===== src/hw/rtl/fce_pkg.sv =====
// Shared constants, register codes and cell control type for the edge-clamped FIR block.
package fce_pkg;

  localparam int MAX_TAPS_DEF    = 12;
  localparam int SAMPLE_BITS_DEF = 16;

  localparam int TAP_W          = 16;
  localparam int FRAC_BITS      = 15;
  localparam int KLEN_W         = 4;
  localparam int CFG_DATA_W     = 64;
  localparam int CFG_IDX_W      = 2;
  localparam int TAPS_PER_WORD  = 4;
  localparam int NUM_TAP_WORDS  = 3;

  localparam logic [KLEN_W-1:0]     KLEN_RESET     = KLEN_W'(1);
  localparam logic [CFG_DATA_W-1:0] TAPS_LOW_RESET = CFG_DATA_W'(32767);

  typedef enum logic [CFG_IDX_W-1:0] {
    REG_KERNEL_LENGTH = 2'd0,
    REG_TAPS_LOW      = 2'd1,
    REG_TAPS_MID      = 2'd2,
    REG_TAPS_HIGH     = 2'd3
  } cfg_reg_e;

  typedef struct packed {
    logic load;
    logic shift;
    logic capture;
  } cell_ctrl_t;

endpackage


===== src/hw/rtl/fce_cell.sv =====
// One window cell: holds a sample, passes it to its neighbor, and forms its tap product.
module fce_cell #(
  parameter int SAMPLE_BITS = fce_pkg::SAMPLE_BITS_DEF
) (
  input  logic                                      clk,
  input  fce_pkg::cell_ctrl_t                       ctrl,
  input  logic signed [SAMPLE_BITS-1:0]             load_val,
  input  logic signed [SAMPLE_BITS-1:0]             shift_in,
  input  logic signed [fce_pkg::TAP_W-1:0]          coef_nxt,
  output logic signed [SAMPLE_BITS-1:0]             sample,
  output logic signed [SAMPLE_BITS+fce_pkg::TAP_W-1:0] prod
);
  import fce_pkg::*;

  localparam int PROD_W = SAMPLE_BITS + TAP_W;

  logic signed [SAMPLE_BITS-1:0] sample_r;
  logic signed [TAP_W-1:0]       coef_r;
  logic signed [PROD_W-1:0]      prod_r;
  logic signed [PROD_W-1:0]      prod_nxt;

  assign prod_nxt = PROD_W'(sample_r) * PROD_W'(coef_r);

  always_ff @(posedge clk) begin
    coef_r <= coef_nxt;
    if (ctrl.load) begin
      sample_r <= load_val;
    end else if (ctrl.shift) begin
      sample_r <= shift_in;
    end
    if (ctrl.capture) begin
      prod_r <= prod_nxt;
    end
  end

  assign sample = sample_r;
  assign prod   = prod_r;

endmodule


===== config.mk =====
export PLATFORM = sky130hd
export DESIGN_NAME = fce_cell
export DESIGN_NICKNAME = d
export VERILOG_FILES = /design/src/hw/rtl/fce_pkg.sv /design/src/hw/rtl/fce_cell.sv
export SDC_FILE = /design/constraint.sdc
export NUM_CORES = 1
export LEC_CHECK = 0
export BUFFER_PORTS_ARGS = -buffer_cell sky130_fd_sc_hd__buf_2
export CORE_ASPECT_RATIO = 1.25
export CORE_MARGIN = 3
export CORE_UTILIZATION = 60
export CTS_BUF_LIST = sky130_fd_sc_hd__clkbuf_2 sky130_fd_sc_hd__clkbuf_4 sky130_fd_sc_hd__clkbuf_8
export CTS_CLUSTER_DIAMETER = 50
export CTS_CLUSTER_SIZE = 10
export DETAILED_ROUTE_END_ITERATION = 12
export GPL_ROUTABILITY_DRIVEN = 0
export PLACE_DENSITY = 0.8
export SLEW_MARGIN = 25
export SYNTH_ARGS = -nofsm -noshare
export SYNTH_HDL_FRONTEND = slang
export SYNTH_SLANG_ARGS = --single-unit

===== constraint.sdc =====
create_clock -name clk -period 13 [get_ports clk]
set_input_delay 0.65 -clock clk [delete_from_list [all_inputs] [get_ports clk]]
set_output_delay 0.65 -clock clk [all_outputs]
set_load 0.02 [all_outputs]

# [Word-level counts from Yosys, hierarchy flattened]
# Index checks and enable logic that the tools add are counted.
[classes] multipliers=1 mux=2 reduce_logical=1
[ops] op="$mul A16 B16 Y32" n=1
[ops] op="$mux W16" n=2
[ops] op="$reduce_bool A2 Y1" n=1
[word_totals] register_bits=64 inputBits=52 out_inout_bits=48 elab_cells=7

# [Depth between registers and ports, before layout]
# Gate-level depths: netlist (run 1).
[logic_depth] depth_word=2 ltp_mapped=23 ltp_nobuf=21

# [Worst setup path after synthesis (run 1)]
# No wires, ideal clock.
[synth_timing] path_kind="flip-flop to flip-flop" from="reg sample_r[15], in the netlist sample[15]" to="reg prod_r[30], in the netlist prod[30] (data pin)" setup_time_ns=0.258 arrival_ns=6.145 t_required_ns=12.742 setup_slack_ns=6.598 path_stages_with_launch=21 path_buffers=1 period_less_slack_ns=6.402 cell_sequence="edfxtp_1 > clkbuf_1 > nand2_1 > inv_1 > fa_1 > fa_1 > fa_1 > fa_1 > fa_1 > inv_1 > fa_1 > inv_1 > ha_1 > and3_1 > nand3_1 > or4b_1 > a21oi_1 > o41ai_2 > o2111ai_1 > a21oi_1 > xnor2_1"
[synth_via] elab_chain_cells=1
[synth_lines] element="from (decl)" line_no="fce_cell.sv:17" rtl="logic signed [SAMPLE_BITS-1:0] sample_r;"
[synth_lines] element="from (signal assigned)" line_no="fce_cell.sv:27" rtl="sample_r <= load_val;"
[synth_lines] element="from (signal assigned)" line_no="fce_cell.sv:29" rtl="sample_r <= shift_in;"
[synth_lines] element="$mul A16 B16 Y32" line_no="fce_cell.sv:22" rtl="assign prod_nxt = PROD_W'(sample_r) * PROD_W'(coef_r);"
[synth_lines] element="net prod_nxt[30]" line_no="fce_cell.sv:20" rtl="logic signed [PROD_W-1:0] prod_nxt;"
[synth_lines] element="to (signal assigned)" line_no="fce_cell.sv:32" rtl="prod_r <= prod_nxt;"
[synth_lines] element="to (decl)" line_no="fce_cell.sv:19" rtl="logic signed [PROD_W-1:0] prod_r;"
# The timed path passes the listed nets, and every way through them passes these cells.
# A chain may end at the register's enable or synchronous reset.

# [Worst setup path after layout (run 1)]
# Same ends and word-level chain as after synthesis.

==> summary.md, run 1 <==
| Metric | Value |
|---|---|
| Status | finished clean |
| CTS tree | done |
| First-pass GRT wire length | 42200 um |
| Clock buffer depth | 2 |
| Slowest cell on crit path | fa_1 |
| Total grt overflow | 0 |
| Crit path cell chain | nand2_1 -> inv_1 -> fa_1 -> fa_1 -> fa_1 -> fa_1 -> fa_1 -> inv_1 -> fa_1 -> inv_1 -> ha_1 -> and3_1 -> nand3_1 -> or4b_1 -> a21oi_1 -> o41ai_2 -> o2111ai_1 -> a21oi_1 -> xnor2_1 |
| CTS root buf | clkbuf_8 |
| Hold buffer count at cts | 0 |
| Post-synth EDFFs | 48 |
| Initial antenna violation count | 0 |
| Most frequent cells in the layout | inv_1 (290), fa_1 (262), nand2_1 (132) |
| Final hold violation count | 0 |
| Via count of the first global-routing pass | 8700 |
| Flops & latches, synth | 64 |
| Share of layout cells above drive strength 1 | 0.111 |
| Std cell rows | 56 |
| Min-Delay Path Class | input port to flop |
| Critical Path Start Type | flop |
| Pin count of the biggest net entering global routing | 33 |
| Post_cts resized | 0 |
| Layout net count | 1642 |
| Final wirelength | 26400 um |
| Syn Inst Count | 1176 |
| Count of different cell masters after synthesis | 46 |
| MaxCap Viol Count | 0 |
| Total GRT Usage | 0.253 |
| CP max stage delay | 0.82 ns |
| Fmax | 145 MHz |
| Finished Layout Cells | 1512 |
| Net count after synthesis | 1572 |
| Port bufs | 99 |
| Fill cells | 1500 |
| Most common cell after layout, fill and taps aside | inv_1 |
| Chip Width | 132 um |
| Placed cells | 1496 |
| Avg WL per Cell | 17.4 um |
| Vias per cell | 5.43 |
| Tmin final | 6.89 ns |
| Period utilisation layout | 0.530 |
| Syn_area_per_cell | 10.1 um2 |
| Pins Over Slew Limit | 0 |
| DR vias | 8214 |
| Setup TNS | 0 ns |
| IO Count | 100 |
| DP HPWL | 21700 um |
| 1st-iter DRT viols | 507 |
| Area of the mapped netlist | 11900 um2 |
| Post-CTS setup buffers | 0 |
| # setup viols final | 0 |
| P&R area growth vs syn | 7.46% |
| Worst skew pair latency | 0.38 ns |
| Final core occ | 0.669 |
| Slew headroom | 0.466 |
| Clk sink count | 64 |
| H-tree lvl count | 3 |
| DR pass1 iterations | 5 |
| Num CTS Buffers | 9 |
| Initial Util | 0.623 |
| CP arrival | 7.01 ns |
| Diodes inserted | 0 |
| CTS clk-pin slew, worst paths | 0.09 ns |
| Predominant post-synthesis flop cell | edfxtp_1 |
| WP data required | 13.13 ns |
| Post-route DRC violation count | 0 |
| RSZ-0062 raised after global routing | false |
| Die height | 163 um |
| Ys Warns | 0 |
| Crit path max fanout | 17 |
| Critical path endpoint category | flop |
| Worst-margin pin slew | 0.800 ns |
| Clk_skew | 0.0171 ns |
| Full die area | 21500 um2 |
| Sequential area share after synthesis | 0.148 |
| ANT nets after route | 0 |
| WHS | 0.366 ns |
| Critical path type | flop to flop |
| Core Box Area | 19100 um2 |
| Most Frequent Cell on Critical Path | fa_1 |
| Share of flip-flops with an asynchronous set or reset | 0 |
==> worst paths after layout <==
path / from / to / slack (ns) / cells past startpoint
max reg2reg: sample[15]$_DFFE_PP_ / prod[30]$_DFFE_PP_ / 6.11 / 19
max: sample[15]$_DFFE_PP_ / prod[30]$_DFFE_PP_ / 6.11 / 19
min reg2reg: coef_r[0]$_DFF_P_ / prod[0]$_DFFE_PP_ / 0.86 / 1
min: coef_nxt[9] / coef_r[9]$_DFF_P_ / 0.37 / 1
==> cell families (layout without fill, tap and decap cells) <==
| kind of cell | after synthesis | after routing | synth area share |
|---|---|---|---|
| and+or+nand+nor | 313 | 313 | 0.132 |
| buffers and inverters | 330 | 405 | 0.105 |
| adders and majority gates | 344 | 344 | 0.528 |
| DFF | 64 | 64 | 0.148 |
| xor gates and xnor gates | 37 | 37 | 0.0273 |
| muxes | 16 | 16 | 0.0152 |
| AOI/OAI and AO/OA | 72 | 72 | 0.0440 |
==> per-layer routing <==
layer / wire length [um] / global-route usage / vias up
met4: 1440 / 0.145 / 0
met2: 14600 / 0.461 / 274
met5: 0 / 0 / -
li1: - / - / 3640
met1: 8970 / 0.288 / 4224
met3: 1390 / 0.0317 / 76
==> worst max-delay path, delay by kind of cell (launching register included) <==
kind,cells,cell delay (ns)
XOR/XNOR,1,0.12
adder cells (fa/ha/maj),7,3.82
flip-flops,1,0.64
buffers and inverters,3,0.19
AND/OR/NAND/NOR,4,1.13
AO/OA/AOI/OAI,4,0.73
==> registers in the layout, indices dropped and copies added (netlist names) <==
| register | count |
|---|---|
| sample | 16 |
| coef_r | 16 |
| prod | 32 |
==> through the flow <==
| stage | worst slack [ns] | cell area (um2) |
|---|---|---|
| floorplan | 6.60 | 11900 |
| global placement | 6.33 | 12500 |
| detailed placement | 6.21 | 12500 |
| CTS | 6.18 | 12800 |
| global route | 5.82 | 12800 |
| finish | 6.11 | 12800 |
==> synthesized netlist by cell type, drive strengths merged (2+ instances only) <==
cell    count  area, um2
xnor2      27        236
clkbuf     39        146
nor3        5       25.0
o21ai       6       30.0
fa        262       5250
or2         3       18.8
nor2       26       97.6
inv       290       1090
o41ai       3       52.6
nand3       5       25.0
and2      122        763
and3        7       48.8
a21o       19        150
nand2     132        495
nand2b      4       25.0
o31ai       2       15.0
o21bai      4       30.0
a31oi       7       43.8
edfxtp     48       1440
or4b        2       20.0
xor2       10       87.6
mux2       16        180
ha         82       1030
dfxtp      16        320
a21oi      19        103
o21a        2       15.0
nand4       3       18.8
o211ai      2       15.0
==> layout make-up <==
cell class                      count  area (um2)  share of cell area
Multi-Input combinational cell    782        8860               0.695
Sequential cell                    64        1760               0.138
Inverter                          290        1090              0.0854
Timing Repair Buffer               99         495              0.0389
Tap cell                          261         327              0.0256
Clock buffer                        9         124             0.00971
Clock inverter                      7        93.8             0.00736
Power of run 1 is left out: the tool's default activity adds up to more than one toggle a clock period on the data nets, which glitch-free logic cannot reach.
==> inputs of run 2 (changes only) <==
==> constraint.sdc (replaced) <==
create_clock -name clk -period 6.5 [get_ports clk]
set_input_delay 0.325 -clock clk [delete_from_list [all_inputs] [get_ports clk]]
set_output_delay 0.325 -clock clk [all_outputs]
set_load 0.02 [all_outputs]
==> summary.md, run 2 (same netlist as run 1, synthesis figures left out) <==
| Metric | Value |
|---|---|
| DR pass1 iterations | 5 |
| Full die area | 21500 um2 |
| Most Frequent Cell on Critical Path | fa_1 |
| CP max stage delay | 0.57 ns |
| Core Box Area | 19100 um2 |
| Fmax | 158 MHz |
| DR vias | 8514 |
| Crit path max fanout | 10 |
| MaxCap Viol Count | 0 |
| Initial antenna violation count | 0 |
| Critical path endpoint category | flop |
| WP data required | 6.68 ns |
| Status | finished clean |
| Critical Path Start Type | flop |
| Total GRT Usage | 0.270 |
| Initial Util | 0.623 |
| Total grt overflow | 0 |
| H-tree lvl count | 3 |
| 1st-iter DRT viols | 555 |
| Slew headroom | 0.456 |
| Share of layout cells above drive strength 1 | 0.162 |
| Tmin final | 6.33 ns |
| Final wirelength | 27700 um |
| Clock buffer depth | 2 |
| Pins Over Slew Limit | 0 |
| ANT nets after route | 0 |
| Num CTS Buffers | 9 |
| WHS | 0.0293 ns |
| Clk_skew | 0.0285 ns |
| Slowest cell on crit path | edfxtp_1 |
| DP HPWL | 23200 um |
| Std cell rows | 56 |
| Avg WL per Cell | 17.6 um |
| Worst-margin pin slew | 0.816 ns |
| Critical path type | flop to flop |
| CP top delay family | adder cells |
| Most frequent cells in the layout | inv_1 (290), fa_1 (261), nand2_1 (132) |
| IO Count | 100 |
| CTS root buf | clkbuf_8 |
| WP buf/inv | 4 |
| Vias per cell | 5.41 |
| Clk sink count | 64 |
| CTS clk-pin slew, worst paths | 0.09 ns |
| Max FFs per register | 32 |
| Crit path cell chain | and2_1 -> fa_1 -> inv_1 -> fa_1 -> fa_1 -> inv_1 -> fa_1 -> fa_1 -> inv_1 -> fa_1 -> inv_1 -> ha_1 -> a21o_1 -> a21o_1 -> a21oi_2 -> a311oi_1 -> o31a_1 -> o41ai_4 -> or4b_1 -> o311ai_1 |
| Period utilisation layout | 0.974 |
| Layout net count | 1704 |
| Worst skew pair latency | 0.40 ns |
| CP arrival | 6.52 ns |
| First-pass GRT wire length | 44900 um |
| Die height | 163 um |
| Most common cell after layout, fill and taps aside | inv_1 |
| CTS tree | done |
| Final hold violation count | 0 |
| # setup viols final | 0 |
| Min-Delay Path Class | input port to flop |
| Chip Width | 132 um |
| Via count of the first global-routing pass | 9276 |
| Pin count of the biggest net entering global routing | 33 |
| Fill cells | 1456 |
| Diodes inserted | 0 |
| Port bufs | 99 |
| Post-route DRC violation count | 0 |
| P&R area growth vs syn | 11.9% |
-- run 2: cell count changes in the layout (fill, tap and decap cells not counted), sizes merged --
| cell | change |
|---|---|
| buf | +62 |
-- run 2: path summary, 6_finish.rpt --
kind         depth (start not counted)  slack (ns)           startpoint                  to
max                                 20        0.17  sample[7]$_DFFE_PP_  prod[22]$_DFFE_PP_
min                                  1        0.03          coef_nxt[7]   coef_r[7]$_DFF_P_
max reg2reg                         20        0.17  sample[7]$_DFFE_PP_  prod[22]$_DFFE_PP_
min reg2reg                          2        0.81    coef_r[0]$_DFF_P_   prod[0]$_DFFE_PP_
-- run 2: worst reg2reg max path, stage by stage (launching register included) --
cell and delay (ns):
edfxtp_1 0.57, and2_1 0.27, fa_1 0.50, inv_1 0.05
fa_1 0.49, fa_1 0.52, inv_1 0.05, fa_1 0.48
fa_1 0.48, inv_1 0.05, fa_1 0.47, inv_1 0.04
ha_1 0.34, a21o_1 0.23, a21o_1 0.20, a21oi_2 0.12
a311oi_1 0.09, o31a_1 0.31, o41ai_4 0.30, or4b_1 0.47
o311ai_1 0.11
-- run 2: cell type report --
cell class | instances | area, um2 | area share
inverters | 290 | 1090 | 0.0820
clock buffers | 9 | 124 | 0.00933
flip-flops and latches | 64 | 1770 | 0.133
clock inverters | 7 | 103 | 0.00773
repair buffers | 161 | 990 | 0.0746
well taps | 261 | 327 | 0.0246
multi-input cells | 782 | 8870 | 0.668
-- run 2: per-layer routing --
| layer | vias to the layer above | GRT usage | part of all wire |
|---|---|---|---|
| met5 | - | 0 | 0 |
| met4 | 0 | 0.164 | 0.061 |
| met3 | 96 | 0.0296 | 0.044 |
| met2 | 283 | 0.495 | 0.56 |
| met1 | 4373 | 0.303 | 0.34 |
| li1 | 3762 | - | - |
-- run 2: per-stage QoR --
stage | cells | setup slack (ns) | TNS [ns] | instance area (um2) | util
floorplan | 1176 | 0.0978 | 0 | 11900 | -
global placement | 1539 | 0.0935 | 0 | 12900 | 0.675
detailed placement | 1539 | 0.0623 | 0 | 12900 | 0.675
CTS | 1555 | 0.0238 | 0 | 13100 | 0.687
global route | 1574 | -0.00476 | -0.00476 | 13300 | 0.697
finish | 1574 | 0.167 | 0 | 13300 | 0.697
-- run 2: timing repair --
action | in CTS | in global routing
buffers inserted | 0 | 19
resized for setup | 0 | 12
endpoints found under the hold margin | 0 | 0
hold buffers | 0 | 0
setup endpoints to repair | 0 | 5
Power of run 2 is left out for the same reason.
