==> src/hw/rtl/fce_pkg.sv <==
// Shared constants, register codes and cell control type for the edge-clamped FIR block.
package fce_pkg;

  localparam int MAX_TAPS_DEF    = 12;
  localparam int SAMPLE_BITS_DEF = 16;

  localparam int TAP_W          = 16;
  localparam int FRAC_BITS      = 15;
  localparam int KLEN_W         = 4;
  localparam int CFG_DATA_W     = 64;
  localparam int CFG_IDX_W      = 2;
  localparam int TAPS_PER_WORD  = 4;
  localparam int NUM_TAP_WORDS  = 3;

  localparam logic [KLEN_W-1:0]     KLEN_RESET     = KLEN_W'(1);
  localparam logic [CFG_DATA_W-1:0] TAPS_LOW_RESET = CFG_DATA_W'(32767);

  typedef enum logic [CFG_IDX_W-1:0] {
    REG_KERNEL_LENGTH = 2'd0,
    REG_TAPS_LOW      = 2'd1,
    REG_TAPS_MID      = 2'd2,
    REG_TAPS_HIGH     = 2'd3
  } cfg_reg_e;

  typedef struct packed {
    logic load;
    logic shift;
    logic capture;
  } cell_ctrl_t;

endpackage

==> src/hw/rtl/fce_sum.sv <==
// Registered adder tree over the cell products, with rounding and saturation.
module fce_sum #(
  parameter int MAX_TAPS    = fce_pkg::MAX_TAPS_DEF,
  parameter int SAMPLE_BITS = fce_pkg::SAMPLE_BITS_DEF
) (
  input  logic                                         clk,
  input  logic                                         en2,
  input  logic                                         en3,
  input  logic signed [SAMPLE_BITS+fce_pkg::TAP_W-1:0] prod [MAX_TAPS],
  output logic signed [SAMPLE_BITS-1:0]                filtered
);
  import fce_pkg::*;

  localparam int PROD_W = SAMPLE_BITS + TAP_W;
  localparam int GRP    = 4;
  localparam int NG     = (MAX_TAPS + GRP - 1) / GRP;
  localparam int PSUM_W = PROD_W + 2;
  localparam int ACC_W  = PROD_W + $clog2(MAX_TAPS) + 1;
  localparam int RND_W  = ACC_W + 1;
  localparam logic signed [RND_W-1:0] HI  = RND_W'((1 << (SAMPLE_BITS - 1)) - 1);
  localparam logic signed [RND_W-1:0] LO  = -HI - RND_W'(1);
  localparam logic signed [RND_W-1:0] HALF = RND_W'(1 << (FRAC_BITS - 1));

  logic signed [PROD_W-1:0]      prod_x [NG*GRP];
  logic signed [PSUM_W-1:0]      psum_nxt [NG];
  logic signed [PSUM_W-1:0]      psum_r [NG];
  logic signed [RND_W-1:0]       tot;
  logic signed [RND_W-1:0]       shifted;
  logic signed [SAMPLE_BITS-1:0] filt_nxt;
  logic signed [SAMPLE_BITS-1:0] filt_r;

  for (genvar i = 0; i < NG * GRP; i++) begin : g_pad
    if (i < MAX_TAPS) begin : g_used
      assign prod_x[i] = prod[i];
    end else begin : g_zero
      assign prod_x[i] = '0;
    end
  end

  for (genvar g = 0; g < NG; g++) begin : g_grp
    always_comb begin
      psum_nxt[g] = '0;
      for (int i = 0; i < GRP; i++) begin
        psum_nxt[g] = psum_nxt[g] + PSUM_W'(prod_x[g*GRP + i]);
      end
    end
  end

  always_ff @(posedge clk) begin
    if (en2) begin
      psum_r <= psum_nxt;
    end
  end

  always_comb begin
    tot = HALF;
    for (int g = 0; g < NG; g++) begin
      tot = tot + RND_W'(psum_r[g]);
    end
    shifted = tot >>> FRAC_BITS;
    if (shifted > HI) begin
      filt_nxt = HI[SAMPLE_BITS-1:0];
    end else if (shifted < LO) begin
      filt_nxt = LO[SAMPLE_BITS-1:0];
    end else begin
      filt_nxt = shifted[SAMPLE_BITS-1:0];
    end
  end

  always_ff @(posedge clk) begin
    if (en3) begin
      filt_r <= filt_nxt;
    end
  end

  assign filtered = filt_r;

endmodule

==> config.mk <==
export PLATFORM = sky130hd
export DESIGN_NAME = fce_sum
export DESIGN_NICKNAME = d
export VERILOG_FILES = /design/src/hw/rtl/fce_pkg.sv /design/src/hw/rtl/fce_sum.sv
export SDC_FILE = /design/constraint.sdc
export NUM_CORES = 1
export LEC_CHECK = 0
export BUFFER_PORTS_ARGS = -buffer_cell sky130_fd_sc_hd__buf_2
export CORE_MARGIN = 2
export CORE_UTILIZATION = 45
export DETAILED_ROUTE_END_ITERATION = 8
export GPL_ROUTABILITY_DRIVEN = 0
export GPL_TIMING_DRIVEN = 0
export HOLD_SLACK_MARGIN = 0.06
export PLACE_DENSITY = 0.7
export SYNTH_ARGS = -nofsm -noshare
export SYNTH_HDL_FRONTEND = slang
export SYNTH_SLANG_ARGS = --single-unit
==> constraint.sdc <==
create_clock -name clk -period 6.7 [get_ports clk]
set_input_delay 1.34 -clock clk [delete_from_list [all_inputs] [get_ports clk]]
set_output_delay 1.34 -clock clk [all_outputs]
set_load 0.01 [all_outputs]
* Yosys cells after proc, flatten, opt, wreduce, memory -nomap -nowiden *
Index checks and enable logic that the tools add are counted.

storage, ports and cells
  output and inout bits = 16
  input bits = 387
  bits in registers = 118

cells by class
  muxes and demuxes = 1
  $add $sub $neg = 12
  magnitude comparators = 2

operator list
  operator                                                                           count
  33-bit by 32-bit adder with 34-bit output                                          3
  34-bit by 32-bit adder with 34-bit output                                          3
  32-bit by 32-bit adder with 33-bit output                                          3
  36-bit by 34-bit adder with 37-bit output                                          1
  35-bit by 34-bit adder with 36-bit output                                          1
  16-bit by 34-bit adder with 35-bit output, first input constant                    1
  22-bit by 16-bit greater-than comparator with 1-bit output, second input constant  1
  22-bit by 16-bit < comparator with 1-bit output, second input constant             1
  16-bit 2-to-1 mux                                                                  1

* Longest topological paths before layout *
Gate-level depths: netlist of the first run.

  word-level depth = 5
  mapped depth = 18

* Least setup slack after synthesis of the first run *
OpenSTA, ideal clock, no wires.

  path type = input port to flip-flop
  start point = input port prod[257] in the netlist's numbering
  end point = register psum_r[101] in the netlist's numbering, data pin
  cell stages on the path = 16
  arrival time = 4.959 ns
  setup slack = 1.481 ns
  setup time = 0.260 ns
  required time = 6.440 ns
  cells stage by stage = fa_1 fa_1 ha_1 inv_1 fa_1 nor2b_1 o21ai_0 a21boi_0 o21ai_0 a21oi_1 a311oi_1 nor3_1 o31ai_1 or3b_2 o21ai_0 xnor2_1

RTL lines
  item                  line           RTL
  from (decl)           fce_sum.sv:9   input logic signed [SAMPLE_BITS+fce_pkg::TAP_W-1:0] prod [MAX_TAPS],
  to (signal assigned)  fce_sum.sv:51  psum_r <= psum_nxt;
  to (decl)             fce_sum.sv:26  logic signed [PSUM_W-1:0] psum_r [NG];

==> results.yml, run 1 <==
run_status:
  status: "completed"
clock_network:
  cts_setup_buffers: 0
  clk_pin_slew_worst_paths_ns: 0.06
  cts_buffers: 17
  clock_sinks: 118
  cts_resized: 0
  cts.path.max_buffers: 2
  cts_tree: "built"
  cts_root_buf: "clkbuf_16"
  htreeDepth: 4
  clock_latency_ns: 0.42
  cts_hold_buf: 0
sta:
  max_slew_margin: 0.531
  layout_min_cycle_time_ns: 5.72
  hold_viol: 0
  layout_setup_ws_ns: 0.983
  fmax_mhz: 175
  fin_tns_setup_ns: 0
  setup_violations: 0
  maxSlewViolCount: 0
  tightest_slew_ns: 0.698
  rsz0062_at_grt: "no"
  skew_ns: 0.0118
  fin_crit_sh: 0.853
floorplanning:
  rows: 66
  pin_count: 403
  core_area_um2: 32700
  start_util: 0.459
  fp.dieW_um: 187
  dieArea_um2: 34800
  chipHeight_um: 187
worst_hold_path:
  hold_start: "psum_r[82]"
  holdPathStages: 4
  hold_class: "reg2reg"
worst_setup_path:
  worstSetupStartpoint: "prod[257]"
  rr_worst_depth: 17
  r2r_start: "psum_r[6]"
  crit_path_end_kind: "flip-flop"
  startpoint_type: "input pin"
  path_max_fanout: 3
  crit_type: "in2reg"
  crit_arrival_ns: 5.88
  cp.required_ns: 6.86
global_route:
  gr-usage-all-layers: 0.207
  antenna_found_initial: 0
  grt_max_degree: 67
  grt_pass1_vias: 12500
  grt_pass1_wl_um: 58300
  grt-ovfl-total: 0
layout:
  drive_above_1_share: 0.254
  num-nets-final: 2538
  multi_input_area_um2: 10700
  num_antenna_cells: 0
  synthToLayoutAreaGrowth_pct: 21.1
  seq_area_um2: 3540
  fill_cells: 2860
routing:
  drc_errors: 0
  drt_wl_total_um: 34700
  drtPass1Iterations: 4
  vias: 11300
  detailedRoute.firstIterationViolations: 365
  ant_nets: 0
  wl_per_cell_um: 15.7
  vias_per_cell: 5.13
placement:
  dp_hpwl_um: 30400
  io_buffer_count: 402
  pre_cts_ws_ns: 0.587
power:
  p_leak_uw: 0.00876
  p_comb_frac: 0.760
  p_seq_frac: 0.154
  p_sw_uw: 5020
  intPower_uw: 5520
  clockPowerShare: 0.086
  powerDensity_nw_per_um2: 579
  p_sw_frac: 0.477
  vdd_drop_max_mv: 0.492
logic_synthesis:
  synthTopCellsByArea: "fa_1 (30%), edfxtp_1 (24%), ha_1 (14%), inv_1 (4.8%), xnor2_1 (4.4%)"
  synth.distinct_cells: 66
  syn-cell-area_um2: 15000
  synth_async_sr_flop_share: 0
  yosys_warnings: 0
  syn-num-nets: 2116
  ys_ff_latch: 118
  synth_top_cell_area_share: 0.304
  synth_flop_cell: "edfxtp_1"
  avgSynthCellArea_um2: 11.2
  netlist_instances: 1335
  synth_edf_count: 118
  synth_area_leader_cell: "fa_1"
  yosysSeqAreaShare: 0.236
run:
  maxCapViolations: 0
metrics by stage:
step                hold slack [ns]  total power (uW)  area (um2)  utilization  cells
floorplan                     0.955              7650       15000            -   1335
global placement               1.13              9430       17600        0.538   2179
detailed placement             1.13              9610       17600        0.538   2180
CTS                            1.15             10700       18200        0.556   2212
global route                   1.18             11700       18200        0.556   2212
finish                         1.13             10500       18200        0.556   2212
layout make-up:
type,count,area share
clock buffer,17,0.0234
sequential,118,0.195
inverter,193,0.0398
timing repair buffer,403,0.112
multi-input combinational,1012,0.588
buffer,12,0.00296
tap,442,0.0304
clock inverter,15,0.00853
worst paths after layout:
path | end | slack [ns]
setup reg to reg | filtered[14] | 1.86
hold reg to reg | filtered[0] | 1.13
hold / removal | filtered[0] | 1.13
setup / recovery | psum_r[101] | 0.98
metal layers:
layer | up-vias | track usage | part of all wire
met2 | 304 | 0.398 | 0.55
met1 | 5511 | 0.235 | 0.39
met5 | - | 0 | 0
met3 | 50 | 0.0335 | 0.044
li1 | 5482 | - | -
met4 | 0 | 0.0546 | 0.018
power by group through the flow:
stage | combinational [uW] | sequential [uW] | clock [uW]
5_1_grt | 9080 | 1660 | 960
3_5_place_dp | 7960 | 1650 | 0
6_report | 8010 | 1630 | 906
3_3_place_gp | 7780 | 1640 | 0
4_1_cts | 8100 | 1640 | 926
2_1_floorplan | 6030 | 1620 | 0
placed cells by master, fill, tap and decap left out, types with 13 or more instances in the layout:
| cell | instances |
|---|---|
| a21o_1 | 76 |
| a21oi_1 | 96 |
| buf_2 | 402 |
| clkbuf_16 | 17 |
| edfxtp_1 | 118 |
| fa_1 | 228 |
| ha_1 | 166 |
| inv_1 | 193 |
| nand2_1 | 32 |
| nand2b_1 | 15 |
| nand3_1 | 15 |
| nand4_1 | 13 |
| nor2_1 | 46 |
| nor2b_1 | 14 |
| nor3_1 | 15 |
| o21a_1 | 15 |
| o21ai_0 | 46 |
| o21bai_1 | 15 |
| xnor2_1 | 76 |
| xor2_1 | 30 |
logic make-up after synthesis:
group	share of synthesized area
adder cells (fa/ha/maj)	0.442
flip-flops	0.236
multiplexers	0.000667
AO/OA/AOI/OAI	0.143
AND/OR/NAND/NOR	0.0642
XOR/XNOR	0.0618
buffers and inverters	0.0518
worst max-delay path, cell delays in order:
cell and delay, ns:
buf_2 0.11, fa_1 0.50, fa_1 0.50, ha_1 0.18, inv_1 0.07, fa_1 0.46
nor2b_1 0.13, o21ai_0 0.12, a21boi_0 0.28, o21ai_0 0.19, a21oi_1 0.33, a311oi_1 0.25
nor3_1 0.42, o31ai_1 0.19, or3b_2 0.50, o21ai_0 0.22, xnor2_1 0.09
synthesized netlist by cell type (2+ instances only):
library cell	instances
fa_1	228
inv_1	193
ha_1	166
edfxtp_1	118
a21oi_1	96
a21o_1	76
xnor2_1	76
nor2_1	46
o21ai_0	46
nand2_1	32
xor2_1	30
nand2b_1	15
nand3_1	15
nor3_1	15
o21a_1	15
o21bai_1	15
nor2b_1	14
nand4_1	13
a31oi_1	12
clkbuf_1	10
and3_1	9
o31ai_1	9
o211ai_1	8
a211o_1	5
and2_1	5
or3_1	5
a211oi_1	4
a21boi_0	4
a311oi_1	3
nand4b_1	3
nor3b_1	3
a211oi_2	2
a221o_1	2
a31o_2	2
a41oi_1	2
and4_1	2
nor4_1	2
o211a_1	2
o22ai_1	2
o41ai_1	2
or2_2	2
or4_1	2
state kept, by name, summed over array words and instances (netlist names):
name,count
filtered,16
psum_r,102
Note: power is estimated with default switching activity, not from simulation.
==> run 2, diff against run 1 <==
--- a/config.mk
+++ b/config.mk
@@ -5,6 +5,7 @@
 export SDC_FILE = /design/constraint.sdc
 export NUM_CORES = 1
 export LEC_CHECK = 0
+export ABC_AREA = 1
 export BUFFER_PORTS_ARGS = -buffer_cell sky130_fd_sc_hd__buf_2
 export CORE_MARGIN = 2
 export CORE_UTILIZATION = 45
@@ -12,7 +13,7 @@
 export GPL_ROUTABILITY_DRIVEN = 0
 export GPL_TIMING_DRIVEN = 0
 export HOLD_SLACK_MARGIN = 0.06
-export PLACE_DENSITY = 0.7
+export PLACE_DENSITY = 0.69
 export SYNTH_ARGS = -nofsm -noshare
 export SYNTH_HDL_FRONTEND = slang
 export SYNTH_SLANG_ARGS = --single-unit
==> run 2 against run 1 <==
Synthesized area grew 9.4%; largest cell class unchanged; setup slack improved by 1.0 ns; sequential share of layout area fell by 1.4 points; register-to-register slack better by 1.3 ns; die area rose by 9.2%; critical endpoint is now psum_r[25]; wire length rose by 15%; highest routed layer unchanged; synthesized cell count increased by 35%; hold slack better by 0.024 ns; via count up 21%; design area is 7.9% higher; first-iteration DRC count grew to 2.6 times the previous value.
==> results.yml, run 2 <==
worst_setup_path:
  slowest_stage: "fa_1"
  crit_arrival_ns: 4.89
  startpoint_type: "input pin"
  reg2reg_setup_slack_ns: 3.19
  reg2reg_to: "filtered[10]"
  cp.required_ns: 6.93
  path_max_fanout: 3
  crit_path_end_kind: "flip-flop"
  cpMostUsedCell: "fa_1"
  cp_cell_sequence: "buf_2, fa_1, fa_1, ha_1, inv_1, fa_1, nand3b_1, nand2_1, a21oi_1, o21ai_1, a21boi_0, o21ai_1, a21oi_1, xnor2_1"
  r2r_start: "psum_r[31]"
  rr_worst_depth: 18
  crit_type: "in2reg"
  slowest_delay_ns: 0.53
logic_synthesis:
  yosys_warnings: 0
  ys_ff_latch: 118
  syn-cell-area_um2: 16400
  yosysSeqAreaShare: 0.216
  synth_edf_count: 118
  synth_flop_cell: "edfxtp_1"
  synth.distinct_cells: 46
  synth_top_cell_area_share: 0.278
  synth_area_leader_cell: "fa_1"
  synth_async_sr_flop_share: 0
  netlist_instances: 1800
  syn-num-nets: 2581
  synthTopCellsByCount: "nand2_1 (340), inv_1 (302), fa_1 (228)"
  post-synth-top-count-cell: "nand2_1"
  avgSynthCellArea_um2: 9.12
  synthTopCellsByArea: "fa_1 (28%), edfxtp_1 (22%), ha_1 (13%), nand2_1 (7.8%), inv_1 (6.9%)"
routing:
  detailedRoute.firstIterationViolations: 965
  ant_nets: 0
  drc_errors: 0
  drtPass1Iterations: 6
  vias_per_cell: 5.07
  drt_wl_total_um: 39800
  wl_per_cell_um: 14.8
  vias: 13700
floorplanning:
  rows: 69
  chipHeight_um: 195
  core_area_um2: 35700
  pin_count: 403
  start_util: 0.459
  fp.dieW_um: 195
  dieArea_um2: 38000
layout:
  fin_util: 0.549
  stdcell_count: 2696
  largest_register: "psum_r"
  largest_reg_flops: 102
  num_antenna_cells: 0
  synthToLayoutAreaGrowth_pct: 19.5
  final_common_cell: "buf_2"
  drive_above_1_share: 0.208
  layout_common_cells: "buf_2 (401), nand2_1 (340), inv_1 (302), fa_1 (228), ha_1 (166)"
  num-nets-final: 3003
global_route:
  use_met3: 0.0299
  grt_pass1_vias: 14000
  grt-ovfl-total: 0
  use_met2: 0.369
  grt_pass1_wl_um: 66000
  antenna_found_initial: 0
  gr-usage-all-layers: 0.214
  use_met1: 0.286
  busiest_layer: "met2"
  grt_max_degree: 63
clock_network:
  clock_latency_ns: 0.42
  cts_root_buf: "clkbuf_16"
  cts_hold_buf: 0
  htreeDepth: 4
  clock_sinks: 118
  cts.path.max_buffers: 2
  cts_setup_buffers: 0
  cts_tree: "built"
  cts_buffers: 17
  clk_pin_slew_worst_paths_ns: 0.06
  cts_resized: 0
sta:
  layout_setup_ws_ns: 2.03
  skew_ns: 0.0111
  hold_viol: 0
  fmax_mhz: 214
  rsz0062_at_grt: "no"
  fin_crit_sh: 0.697
  maxSlewViolCount: 0
  layout_min_cycle_time_ns: 4.67
  max_slew_margin: 0.548
  setup_violations: 0
  fin_tns_setup_ns: 0
  tightest_slew_ns: 0.673
worst_hold_path:
  holdPathStages: 8
  hold_class: "reg2reg"
  holdPathEnd: "filtered[15]"
  hold_start: "psum_r[68]"
run_status:
  status: "completed"
placement:
  pre_cts_ws_ns: 1.67
  dp_hpwl_um: 35800
  io_buffer_count: 402
  dp_cells: 2664
run:
  maxCapViolations: 0
## run 2: how the worst max path moves through the flow
stage | start | to | slack [ns] | cells after the start
floorplan | prod[1] | psum_r[23] | 2.37 | 13
global placement | prod[1] | psum_r[25] | 1.61 | 14
detailed placement | prod[1] | psum_r[25] | 1.67 | 14
CTS | prod[1] | psum_r[25] | 2.08 | 14
global route | prod[1] | psum_r[25] | 1.77 | 14
finish | prod[1] | psum_r[25] | 2.03 | 14
## run 2: stage by stage
step,hold WS (ns),area [um2]
finish,1.15,19600
global placement,1.15,19000
detailed placement,1.16,19000
CTS,1.16,19600
floorplan,0.959,16400
global route,1.22,19600
## run 2: cells by family after synthesis
group,count (synthesis),share of synthesized area
xor+xnor,108,0.0581
buf+inv,307,0.0713
fa+ha+maj,394,0.404
compound gates,299,0.103
simple gates,574,0.147
flops,118,0.216
## run 2: metal layers
| metal | wire length [um] | vias up |
|---|---|---|
| li1 | - | 6744 |
| met1 | 17100 | 6413 |
| met2 | 19500 | 476 |
| met3 | 2350 | 47 |
| met4 | 829 | 0 |
| met5 | 0 | - |
## run 2: worst max-delay path, delay by kind of cell
family / cells / cell delay (ns)
XOR/XNOR: 1 / 0.26
AO/OA/AOI/OAI: 5 / 1.21
AND/OR/NAND/NOR: 2 / 0.30
buffers and inverters: 2 / 0.17
adder cells (fa/ha/maj): 4 / 1.61
## run 2: cell type report
class	instances	area, um2
inverter	305	1140
timing repair buffer	403	2040
clock inverter	14	151
tap	461	577
sequential	118	3540
buffer	2	26.3
multi-input combinational	1375	11700
clock buffer	18	429
fill	3325	16100
Power of run 2 is left out: the tool's default activity adds up to more than one toggle a clock period on the data nets, which glitch-free logic cannot reach.
